--- config.mk ---
export PLATFORM = sky130hd
export DESIGN_NAME = thi_ram
export DESIGN_NICKNAME = d
export VERILOG_FILES = /design/src/design/timestamped_history_interpolator_assert.svh /design/src/design/thi_ram.sv
export SDC_FILE = /design/constraint.sdc
export NUM_CORES = 1
export LEC_CHECK = 0
export BUFFER_PORTS_ARGS = -buffer_cell sky130_fd_sc_hd__buf_2
export CAP_MARGIN = 20
export CELL_PAD_IN_SITES_DETAIL_PLACEMENT = 1
export CELL_PAD_IN_SITES_GLOBAL_PLACEMENT = 2
export CORE_UTILIZATION = 51
export CTS_CLUSTER_DIAMETER = 50
export DETAILED_ROUTE_END_ITERATION = 12
export PLACE_DENSITY_LB_ADDON = 0.25
export SETUP_SLACK_MARGIN = 0.3
export SLEW_MARGIN = 15
export SYNTH_ARGS = -nofsm -noshare
export SYNTH_HDL_FRONTEND = slang
export SYNTH_SLANG_ARGS = --single-unit
export TNS_END_PERCENT = 30
--- constraint.sdc ---
create_clock -name clk -period 6.6 [get_ports clk]
set_input_delay 0.66 -clock clk [delete_from_list [all_inputs] [get_ports clk]]
set_output_delay 0.66 -clock clk [all_outputs]
set_load 0.005 [all_outputs]
--- src/design/timestamped_history_interpolator_assert.svh ---
// Assertion macros for the timestamped history interpolator.
// Included by the RTL files that carry concurrent assertions.
`ifndef TIMESTAMPED_HISTORY_INTERPOLATOR_ASSERT_SVH
`define TIMESTAMPED_HISTORY_INTERPOLATOR_ASSERT_SVH
`ifndef ASSERT_OFF
// Check an implication at every clock edge outside reset.
`define THI_ASSERT(lbl, clk, rst_n, prop, msg) \
	lbl: assert property (@(posedge clk) disable iff (!rst_n) prop) else $error(msg);
// Check that a condition leads to another one in the following cycle.
`define THI_ASSERT_NEXT(lbl, clk, rst_n, ante, cons, msg) \
	lbl: assert property (@(posedge clk) disable iff (!rst_n) (ante) |=> (cons)) else $error(msg);
`else
`define THI_ASSERT(lbl, clk, rst_n, prop, msg)
`define THI_ASSERT_NEXT(lbl, clk, rst_n, ante, cons, msg)
`endif
`endif

--- src/design/thi_ram.sv ---
// Generic single-write, single-read synchronous RAM with registered read data.
// No dependencies.
`default_nettype none
module thi_ram #(
	parameter int W = 32,
	parameter int D = 32
) (
	input  wire logic                 clk,
	input  wire logic                 we,
	input  wire logic [$clog2(D)-1:0] waddr,
	input  wire logic [W-1:0]         wdata,
	input  wire logic [$clog2(D)-1:0] raddr,
	output logic      [W-1:0]         rdata
);
	logic [W-1:0] mem [D];

	// Write port and registered read port
	always_ff @(posedge clk) begin
		if (we) begin
			mem[waddr] <= wdata;
		end
		rdata <= mem[raddr];
	end
endmodule
`default_nettype wire

# Yosys cells after proc, flatten, opt, wreduce, memory -nomap -nowiden
# Memories as Yosys holds them, arrays and structs flattened. A register that Yosys moved wholly into a read port is not among the register bits.
# Index checks and enable logic that the tools add are counted.
# op_classes
muxes,2
# op_table
cell,n
1-bit 2-to-1 mux,2
# word_totals
reg_bits,0
mem_bits_rw,1024
inputBits,44
out_inout_bits,32
wordCells,3
memories,1
# memory_table
name,words,word_bits,read_ports,rd_ports_with_merged_regs,write_ports,line,source
mem,32,32,1,1,1,thi_ram.sv:15,logic [W-1:0] mem [D];

# Logic depth before layout (Yosys ltp)
# depth
word_depth,2
mapped_depth,8
mapped_depth_nobuf,5

# Worst setup path after synthesis
# Ideal clock, no wire load.
# synth_timing
kind,in2reg
start,input waddr[1]
end,"memory mem[12][0], enable pin"
setup_time_ps,421
arrival_time_ps,2673
required_ps,6179
setup_slack_ps,3506
stages,3
n_path_buf,1
cell_sequence,or3b_2 -> clkbuf_1 -> nor2_1
# synth_rtl
item,line,source
from (decl),thi_ram.sv:10,"input wire logic [$clog2(D)-1:0] waddr,"
to (decl),thi_ram.sv:15,
# No word-level cell before the write port.

==> metrics.sh <==
TRANSITION_TIME_AT_THE_PIN_WITH_THE_LEAST_SLEW_MARGIN_NS=1.11
SYNTH_AREA_LEADERS='sky130_fd_sc_hd__edfxtp_1 (76%), sky130_fd_sc_hd__mux2i_1 (13%), sky130_fd_sc_hd__a22oi_1 (1.8%)'
NUMBER_OF_CELL_ROWS=102
CTS.SINK_COUNT=1056
STDCELL_COUNT=3522
GRT_ANTENNA_BEFORE_REPAIR=11
GLOBALROUTE.TOTALOVERFLOW=0
P_LEAK_nW=16.1
SYNTHTOPCELLSBYCOUNT='sky130_fd_sc_hd__edfxtp_1 (1,024), sky130_fd_sc_hd__mux2i_1 (512), sky130_fd_sc_hd__nand2_1 (98), sky130_fd_sc_hd__nand3_1 (98)'
SYNTHCELLS=2260
TIMING.SETUP.TNS_NS=0
CRIT_PATH_END_KIND='flop'
OUTCOME='completed'
MAXSLEWVIOLCOUNT=0
DIE_WIDTH_UM=284
KIND_OF_LAUNCH_POINT_OF_THE_WORST_SETUP_PATH='primary input'
CRITPATHMAXSTAGEDELAY_NS=0.69
INITIAL_UTILIZATION_PCT=51.9
GRT_PASS1_VIAS=23000
MIN_PERIOD_NS=2.85
NUMBER_OF_FLOPS_MAPPED_TO_ENABLE_CELLS_BY_YOSYS=1024
TIMING_HOLD_VIOLATIONS_FINAL=0
FINAL_CORE_UTILIZATION_PCT=59.2
WORSTHOLDPATHCELLS=1
SLOWEST_STAGE='sky130_fd_sc_hd__buf_12'
DRTPASS1ITERATIONS=5
PERIOD_SHARE_PCT=43.2
R2R_CELLS=5
SETUP_VIOL=0
CTSHOLDBUFFERS=0
DETAIL_ROUTE.VIAS_PER_CELL=6.13
DR.FIRST_ITER.DRC_COUNT=1962
TIMING.CRITICAL_PATH.REQUIRED_NS=7.15
VIAS=21600
FIRST_PASS_GRT_WIRE_LENGTH_UM=156000
CTS_TREE='built'
SYNTH.YOSYS.SEQ_AREA_SHARE_PCT=77.5
SETUP.REG_TO_REG.WORST_SLACK_NS=4.90
STD_CELL_CORE_AREA_MM2=0.0780
RELATIVE_AREA_CHANGE_FROM_SYNTHESIS_TO_FINAL_LAYOUT_PCT=14.0
MAX-SLEW-MARGIN-REL_PCT=25.8
CTSLONGESTPATHBUFFERS=3
RSZ0062_AT_GRT='no'
PATH_CLK_SLEW_NS=0.07
VDD_DROP_MAX_mV=0.218
CRIT-REG2REG-LAUNCH='mem[5][10]'
CELLPOWERDENSITY_mW_PER_MM2=322
MOST_REPEATED_CELL_IN_THE_GATE_LEVEL_NETLIST_AFTER_SYNTHESIS='sky130_fd_sc_hd__edfxtp_1'
POST-ROUTE-DRC-COUNT=0
WIRELENGTH_UM=108000
GRT_USE_TOTAL_PCT=26.9
WORST_HOLD_PATH.ENDPOINT='mem[25][0]'
CLOCK-ROOT-BUFFER='sky130_fd_sc_hd__clkbuf_16'
HOLD_PATH.STARTPOINT='wdata[0]'
CTS_MAX_LEVEL=3
CTS.REPAIR_TIMING.SETUP_BUFFER_COUNT=0
SYNTH.CELL_AREA_MM2=0.0405
TIMING.CLOCK.SKEW_NS=0.0160
PLACE_HPWL_UM=55100
CLOCK_INSERTION_DELAY_WORST_SKEW_NS=0.68
IO_PINS=76
ASYNC_FLOP_SHARE_PCT=0
CRITICAL_PATH.CELL_CHAIN='buf_8 -> buf_12 -> mux2i_1 -> a22o_1 -> nor3_1 -> a31oi_1 -> nand3_1'
SYNTH.AVG_CELL_AREA_UM2=17.9
SYNTH_TOP_AREA_SHARE_PCT=76.0
CRIT_PATH_MAX_FANOUT=131
SYNTH-MAIN-FF-CELL='sky130_fd_sc_hd__edfxtp_1'
YOSYSUNIQUECELLTYPES=25
ROUTEDWLPERCELL_UM=30.7
TIMING.RR.END='rdata[10]'
SYNTH_SEQ_CELLS=1056
GRT_MAX_DEGREE=137
CRIT_TYPE='primary input to flop'
SYN_NETS=2304
NNETSFINAL=2422
CTS_INSERTED_BUFFERS=116
POST_CTS_RESIZED=0
WORST_HOLD_CHECK_PATH_TYPE='primary input to flop'
DRTANTENNAVIOLNETS=0
DIE_AREA_MM2=0.0805
DRIVE_GT1_SHARE_PCT=14.4
PLACE.DETAILED.INSTANCES=3300
PORT_BUFFER_COUNT=75
MAX_CAP_VIOL_COUNT=0
FMAX_MHz=351
CHIPHEIGHT_UM=284
WORST_EP_ARRIVAL_TIME_NS=3.41
YOSYSTOPAREACELL='sky130_fd_sc_hd__edfxtp_1'
GP_ROUTABILITY_CONGESTION=0.755
YOSYSWARNINGS=0
-- metal layers --
layer / part of all wire [%] / up-vias / global-route usage [%]
met5: 0.042 / - / 0
li1: - / 9236 / -
met2: 50 / 765 / 45.8
met3: 6.0 / 170 / 4.04
met4: 2.8 / 8 / 8.82
met1: 41 / 11400 / 35.6
-- layout by cell type, fill, tap and decap left out, types with 18 or more instances in the layout --
cell	Yosys	routed
sky130_fd_sc_hd__edfxtp_1	1024	1024
sky130_fd_sc_hd__mux2i_1	512	512
sky130_fd_sc_hd__clkbuf_16	0	116
sky130_fd_sc_hd__nand3_1	98	98
sky130_fd_sc_hd__nand2_1	98	97
sky130_fd_sc_hd__a22oi_1	96	96
sky130_fd_sc_hd__a21oi_1	96	96
sky130_fd_sc_hd__buf_2	26	74
sky130_fd_sc_hd__a22o_1	64	64
sky130_fd_sc_hd__buf_4	33	46
sky130_fd_sc_hd__nor2_4	0	33
sky130_fd_sc_hd__nor3_1	32	32
sky130_fd_sc_hd__a31oi_1	32	32
sky130_fd_sc_hd__dfxtp_1	32	32
sky130_fd_sc_hd__clkbuf_1	46	24
sky130_fd_sc_hd__clkinv_2	0	18
-- critical path, delay by kind of cell --
kind                   cells  cell delay [ns]
AOI/OAI and AO/OA          2             0.49
buffers and inverters      2             1.37
and+or+nand+nor            2             0.16
muxes                      1             0.33
-- metrics by stage --
| step | instance area (µm²) | total power [mW] | hold WS, ns | worst slack, ns |
|---|---|---|---|---|
| floorplan | 40500 | 8.01 | 0.553 | 3.51 |
| global placement | 42100 | 8.30 | 0.581 | 3.21 |
| detailed placement | 42200 | 8.33 | 0.592 | 3.22 |
| CTS | 46100 | 14.9 | 0.454 | 3.90 |
| global route | 46100 | 15.2 | 0.481 | 3.62 |
| finish | 46100 | 14.8 | 0.466 | 3.75 |
-- cells by family after synthesis --
group,share of synthesized area (%)
buffers and inverters,1.86
AOI/OAI and AO/OA,4.85
muxes,12.7
and+or+nand+nor,3.10
DFF,77.5
-- cell type report --
cell class                 instances  area (µm²)
fill                            6799       31800
sequential                      1056       31400
multi-input combinational       1077        8610
clock buffer                     146        3080
tap                             1040        1300
clock inverter                    74         905
timing repair buffer             127         851
antenna                            2        5.00
-- state kept, by name (all words and copies together) (netlist names) --
signal and flops:
mem 1024, rdata 32
-- how the worst max path moves through the flow --
| stage | to | cells after the start | start |
|---|---|---|---|
| 3_5_place_dp | rdata[27] | 7 | raddr[0] |
| 4_1_cts | rdata[23] | 7 | raddr[0] |
| 5_1_grt | rdata[23] | 7 | raddr[0] |
| 3_3_place_gp | rdata[25] | 7 | raddr[0] |
| 2_1_floorplan | mem[12][0] | 3 | waddr[1] |
| 6_report | rdata[27] | 7 | raddr[0] |
-- where the power goes --
group	internal [mW]	switching (mW)	total, mW	leakage [nW]
combinational	0.219	0.464	0.683	4.68
sequential	7.46	0.0469	7.50	9.49
clock	3.95	2.71	6.66	1.91
(Power assumes the default switching activity.)
