<file path="config.mk">
export PLATFORM = sky130hd
export DESIGN_NAME = thi_div
export DESIGN_NICKNAME = d
export VERILOG_FILES = /design/src/design/timestamped_history_interpolator_assert.svh /design/src/design/thi_pkg.sv /design/src/design/thi_div.sv
export SDC_FILE = /design/constraint.sdc
export NUM_CORES = 1
export LEC_CHECK = 0
export CAP_MARGIN = 10
export CORE_MARGIN = 2
export CORE_UTILIZATION = 40
export DETAILED_ROUTE_END_ITERATION = 16
export DONT_BUFFER_PORTS = 1
export GPL_ROUTABILITY_DRIVEN = 0
export PLACE_DENSITY = 0.58
export SETUP_SLACK_MARGIN = 0.2
export SLEW_MARGIN = 20
export SYNTH_ARGS = -nofsm -noshare
export SYNTH_HDL_FRONTEND = slang
export SYNTH_SLANG_ARGS = --single-unit
</file>
<file path="constraint.sdc">
create_clock -name clk -period 6.3 [get_ports clk]
set_input_delay 1.89 -clock clk [delete_from_list [all_inputs] [get_ports clk]]
set_output_delay 1.89 -clock clk [all_outputs]
set_load 0.005 [all_outputs]
</file>
<file path="src/design/timestamped_history_interpolator_assert.svh">
// Assertion macros for the timestamped history interpolator.
// Included by the RTL files that carry concurrent assertions.
`ifndef TIMESTAMPED_HISTORY_INTERPOLATOR_ASSERT_SVH
`define TIMESTAMPED_HISTORY_INTERPOLATOR_ASSERT_SVH
`ifndef ASSERT_OFF
// Check an implication at every clock edge outside reset.
`define THI_ASSERT(lbl, clk, rst_n, prop, msg) \
	lbl: assert property (@(posedge clk) disable iff (!rst_n) prop) else $error(msg);
// Check that a condition leads to another one in the following cycle.
`define THI_ASSERT_NEXT(lbl, clk, rst_n, ante, cons, msg) \
	lbl: assert property (@(posedge clk) disable iff (!rst_n) (ante) |=> (cons)) else $error(msg);
`else
`define THI_ASSERT(lbl, clk, rst_n, prop, msg)
`define THI_ASSERT_NEXT(lbl, clk, rst_n, ante, cons, msg)
`endif
`endif

</file>
<file path="src/design/thi_pkg.sv">
// Shared types, constants and helpers for the timestamped history interpolator.
// No dependencies.
`default_nettype none
package thi_pkg;
	localparam int DEPTH_DEF = 32;
	localparam int FRAC_W    = 16;
	localparam int VEC_N     = 6;

	typedef enum logic [1:0] {
		OP_ADD   = 2'd0,
		OP_FILL  = 2'd1,
		OP_QUERY = 2'd2,
		OP_SHIFT = 2'd3
	} op_t;

	typedef enum logic [3:0] {
		ST_CLEAR, ST_IDLE, ST_FILL, ST_SHIFT, ST_SHEND,
		ST_QRD, ST_QCHK, ST_QVB, ST_QVN, ST_QCAP,
		ST_QFRAC, ST_QDIV, ST_QMUL, ST_QADD, ST_QOUT
	} state_t;

	typedef struct packed {
		op_t                op;
		logic signed [31:0] pos_x;
		logic signed [31:0] pos_y;
		logic signed [31:0] pos_z;
		logic signed [31:0] aux_x;
		logic signed [31:0] aux_y;
		logic signed [31:0] aux_z;
		logic        [31:0] stamp;
	} in_t;

	typedef struct packed {
		logic signed [31:0] out_pos_x;
		logic signed [31:0] out_pos_y;
		logic signed [31:0] out_pos_z;
		logic signed [31:0] out_aux_x;
		logic signed [31:0] out_aux_y;
		logic signed [31:0] out_aux_z;
	} out_t;

	typedef struct packed {
		logic signed [31:0] pos_x;
		logic signed [31:0] pos_y;
		logic signed [31:0] pos_z;
		logic signed [31:0] aux_x;
		logic signed [31:0] aux_y;
		logic signed [31:0] aux_z;
	} vec_t;

	localparam int VEC_W = $bits(vec_t);

	// Pick one component of a stored vector
	function automatic logic signed [31:0] vec_get(input vec_t v, input logic [2:0] i);
		logic signed [31:0] r;
		case (i)
			3'd0: r = v.pos_x;
			3'd1: r = v.pos_y;
			3'd2: r = v.pos_z;
			3'd3: r = v.aux_x;
			3'd4: r = v.aux_y;
			3'd5: r = v.aux_z;
			default: r = '0;
		endcase
		return r;
	endfunction
endpackage
`default_nettype wire

</file>
<file path="src/design/thi_div.sv">
// Restoring divider for the Q0.16 fraction: quo = floor(num * 2^16 / den), num < den.
// Depends on thi_pkg.
`default_nettype none
module thi_div (
	input  wire logic                      clk,
	input  wire logic                      arst_n,
	input  wire logic                      start,
	input  wire logic [31:0]               num,
	input  wire logic [31:0]               den,
	output logic                           done,
	output logic [thi_pkg::FRAC_W-1:0]     quo
);
	import thi_pkg::*;

	logic [32:0]              rem_q;
	logic [31:0]              den_q;
	logic [FRAC_W-1:0]        quo_q;
	logic [$clog2(FRAC_W):0]  cnt_q;
	logic                     run_q;
	logic                     done_q;
	logic [32:0]              rem2;
	logic                     take;

	// One quotient bit per cycle
	always_comb begin
		rem2 = {rem_q[31:0], 1'b0};
		take = rem2 >= {1'b0, den_q};
	end

	always_ff @(posedge clk or negedge arst_n) begin
		if (!arst_n) begin
			run_q  <= 1'b0;
			done_q <= 1'b0;
			cnt_q  <= '0;
		end else begin
			done_q <= 1'b0;
			if (start) begin
				run_q <= 1'b1;
				cnt_q <= '0;
			end else if (run_q) begin
				cnt_q <= cnt_q + 1'b1;
				if (cnt_q == ($clog2(FRAC_W)+1)'(FRAC_W - 1)) begin
					run_q  <= 1'b0;
					done_q <= 1'b1;
				end
			end
		end
	end

	// Remainder and quotient shift registers
	always_ff @(posedge clk) begin
		if (start) begin
			rem_q <= {1'b0, num};
			den_q <= den;
			quo_q <= '0;
		end else if (run_q) begin
			rem_q <= take ? (rem2 - {1'b0, den_q}) : rem2;
			quo_q <= {quo_q[FRAC_W-2:0], take};
		end
	end

	assign done = done_q;
	assign quo  = quo_q;
endmodule
`default_nettype wire

</file>
* Word-level counts from Yosys, hierarchy flattened
Index checks and enable logic that the tools add are counted.
** Storage, ports and cells
- Bits in registers :: 87
- Latch bits :: 0
- Memory bits (writable) :: 0
- ROM bits :: 0
- Input port bits :: 67
- Output and inout bits :: 17
- Word-level logic and storage cells :: 22
- Memories kept :: 0
** Operators by class
- $add $sub $neg :: 2
- $mul :: 0
- Divide/modulo/power cells :: 0
- $lt $le $gt $ge :: 1
- Equality and inequality tests :: 1
- Shift-type cells :: 0
- Muxes and demuxes :: 11
- Bitwise gates (word level) :: 0
- Reductions and logical operators :: 1
** Operator list (count)
- $mux 32 :: 3
- $ge 33x32->1 :: 1
- $sub 32x32->32 :: 1
- $mux 5 :: 2
- $mux 1 :: 6
- $add 5x1->5 const B :: 1
- $eq 5x4->1 const B :: 1
- $reduce_bool 2->1 :: 1

* Longest topological paths before layout
- Word-level depth :: 4
- Gate-level depth with buffers :: 12
- Gate-level depth less buffers :: 11

* Least setup slack after synthesis
OpenSTA, ideal clock, no wires.
- Kind :: input port to flip-flop
- Start point :: input start
- End point :: register rem_q[0], enable pin
- Setup time :: 375 ps
- Data arrival time :: 2938 ps
- Required time :: 5925 ps
- Slack :: 2987 ps
- Stages :: 3
- Buffers on the path :: 2
- Cells stage by stage :: clkbuf_1 -> buf_1 -> or2_2
** On the way
- Cells in the longest elaborated chain, start to end :: 1
** Ends and longest elaborated chain
- from (decl) :: RTL line thi_div.sv:7 : input wire logic start,
- $reduce_bool 2->1 (no source line)
- to (signal assigned) :: RTL line thi_div.sv:53 : rem_q <= {1'b0, num};
- to (signal assigned) :: RTL line thi_div.sv:57 : rem_q <= take ? (rem2 - {1'b0, den_q}) : rem2;
- to (decl) :: RTL line thi_div.sv:15 : logic [32:0] rem_q;
Every way passes these cells.
A chain may end at the register's enable or synchronous reset.

* Final worst setup path
- Start point :: register den_q[1]
- End point :: register rem_q[13], data pin
** On the way
- Cells in the longest elaborated chain, start to end :: 4
- Elaborated cells between the ends (all ways) :: 5
- Classes of those cells :: add/sub (1); order compare (1); mux (3)
** Ends and longest elaborated chain
- from (decl) :: RTL line thi_div.sv:16 : logic [31:0] den_q;
- from (signal assigned) :: RTL line thi_div.sv:54 : den_q <= den;
- $sub 32x32->32 or $ge 33x32->1 (tied branches) :: RTL line thi_div.sv:57, thi_div.sv:27
- $mux 32 * :: RTL line thi_div.sv:57
- $mux 32 * :: RTL line thi_div.sv:56 : end else if (run_q) begin
- $mux 32 * :: RTL line thi_div.sv:52 : if (start) begin
Mark *: on every way between the ends. The rest lies on a longest branch, timed or not. The select of a mux whose other input is x is not followed.

==> reports/results.ini <==
[run_status]
status=finished clean

[sta]
fin_tns_setup_ns=0
drv_slew=0
worst_slack_ns=2.71
finalSetupViolCount=0
rsz0062_at_grt=false
relSlewSlack_pct=26.0
tightest_slew_ns=1.11
holdWs_ns=0.540
fin_crit_sh_pct=57.0
finClkSkew_ns=0.00856
fmax_mhz=278
min_period_ns=3.59
hold_viol_final=0

[yosys]
synth_cell_types=58
synth.area.mux_share_pct=12.5
ys.flop_type=edfxtp_1
synth_seq_area_share_pct=44.9
syn_avg_cell_area_um2=10.8
synth_top_family_by_area=compound AO/OA/AOI/OAI gates
async_reset_ff_share_pct=8.05
synth_seq_cells=87
synth.net_count=602
synth_edf_count=64
ys_warn_count=0
synth-adder-area-share_pct=8.27
synth_cells=500
yosys.area_share.simple_pct=11.1
synth_xor_area_share_pct=4.71
synth_compound_area_share_pct=13.8
syn_area_um2=5390

[critical_path]
required_ns=6.40
arrival_ns=3.70
start_kind=flip-flop
worst-path-max-fanout=30
crit_type=flip-flop to flip-flop
end_kind=flip-flop

[power_and_ir_drop]
leakage_nw=2.49
ir_drop_uv=164
cellPowerDensity_nw_per_um2=509

[cts]
ctsResizeCount=0
clock_sink_count=87
cts_buffer_depth=2
cts_tree=done
cts.reportedPaths.clkPinSlew_ns=0.07
insertion_delay_ns=0.36
postCtsSetupBuffers=0
root_buffer=clkbuf_16
h-tree-depth=3
cts_buffers=9
cts-hold-fix-buffers=0

[global_route]
grt_pass1_wl_um=18600
grt_max_degree=108
overflow=0
grtUsageTotal_pct=16.6
grt_pass1_vias=3636
antenna_found_initial=1

[cells_and_area]
fill_cells=1257
n_antenna_cell=0
final_util_pct=44.1
nets=595
final_layout_size_suffix_gt1_share_pct=11.8
area_delta_synth_final_pct=7.99

[drt]
ant_nets=0
routed_via_density=5.34
via_count=3602
drtPass1Iterations=4
wl_per_cell_um=16.9
finalWirelength_um=11400
drc=0
drt-initial-drc-count=237

[floorplan]
dieArea_um2=14400
die_h_um=120
die_w_um=120
core_um2=13200
num_rows=42
initial_utilization_pct=40.9
ios=84

[worst_hold_path]
min_path_type=flip-flop to flip-flop

[placed_design]
dp_slack_ns=2.68
dp_hpwl_um=8020
port_buffers=0

[job]
max-cap-violations=0

-- registers in the layout, summed over array words and instances (netlist names) --
name,cells
done,1
den_q,32
run_q,1
rem_q,32
quo,16
cnt_q,5
-- per-layer routing --
metal,vias to the layer above,wire length (um),track usage [%]
met2,78,5200,25.7
met5,-,0,0
li1,1807,-,-
met4,0,130,4.63
met3,12,803,6.75
met1,1705,5220,21.5
-- worst max-delay path, cell delays in order, from the launching register on --
cell and delay (ns):
edfxtp_1 0.42, inv_1 0.08, ha_1 0.23, nor2b_1 0.15
o31ai_1 0.44, a21oi_1 0.16, o31a_1 0.31, or2_1 0.32
a31o_2 0.54, mux2_4 0.42, mux2_2 0.26
-- where the power goes --
group | switching (W) | leakage [nW] | internal (W) | total [W]
Combinational | 0.000775 | 1.46 | 0.000771 | 0.00155
Sequential | 0.0000780 | 0.874 | 0.000790 | 0.000868
Clock | 0.000250 | 0.151 | 0.000299 | 0.000549
Total | 0.00110 | 2.49 | 0.00186 | 0.00296
-- final cells by class --
| class | instances | area (um^2) | area share, % |
|---|---|---|---|
| clock inverters | 6 | 51.3 | 0.882 |
| multi-input cells | 351 | 2720 | 46.7 |
| inverters | 44 | 165 | 2.84 |
| well taps | 176 | 220 | 3.78 |
| flip-flops and latches | 87 | 2420 | 41.5 |
| clock buffers | 10 | 250 | 4.30 |
-- worst paths after layout --
| kind | endpoint | from | slack, ns | depth (start not counted) |
|---|---|---|---|---|
| max | rem_q[13] | den_q[1] | 2.71 | 10 |
| min | quo[15] | quo[15] | 0.54 | 2 |
| max reg2reg | rem_q[13] | den_q[1] | 2.71 | 10 |
| min reg2reg | quo[15] | quo[15] | 0.54 | 2 |
| max in group asynchronous | cnt_q[2] | arst_n | 5.01 | 0 |
| min in group asynchronous | cnt_q[1] | arst_n | 1.22 | 0 |
-- synth_stat cells, types with 13 or more instances --
master    number  area [um^2]
edfxtp_1      64         1920
inv_1         44          165
a21oi_1       35          175
ha_1          34          425
nor2_1        34          128
nand2_1       29          109
mux2_2        19          214
mux2i_1       19          190
mux2_4        18          270
dfxtp_1       16          320
xnor2_1       16          140
xor2_1        13          114
-- stage by stage --
| step | instance area, um^2 | total power (W) | instances |
|---|---|---|---|
| floorplan | 5390 | 0.00216 | 500 |
| global placement | 5520 | 0.00238 | 658 |
| detailed placement | 5520 | 0.00241 | 658 |
| CTS | 5820 | 0.00299 | 674 |
| global route | 5820 | 0.00320 | 674 |
| finish | 5820 | 0.00296 | 674 |
-- cells in the final DEF (no fill, tap or decap), types with 4 or more instances in the layout --
master     instances
nand2_1           29
o21a_1             6
inv_1             44
o21ai_1            5
and3_1             4
a21oi_1           35
nor3b_1           10
dfrtp_1            7
mux2_4            18
nor2b_1            6
o31ai_1            8
clkbuf_16         10
ha_1              34
nand4_1            5
o21ai_0           12
nor3_1             4
edfxtp_1          64
xor2_1            13
a211oi_1           6
mux2i_1           19
mux2_2            19
dfxtp_1           16
inv_6              4
a21o_1             8
nand2b_1           5
xnor2_1           16
nor2_1            34
a221o_1            7
nand3_1            7
-- cells by family after synthesis --
group	after synthesis
compound gates	111
flops	87
mux	56
fa+ha+maj	35
xor+xnor	29
simple gates	120
buf+inv	62
(Power assumes the default switching activity.)
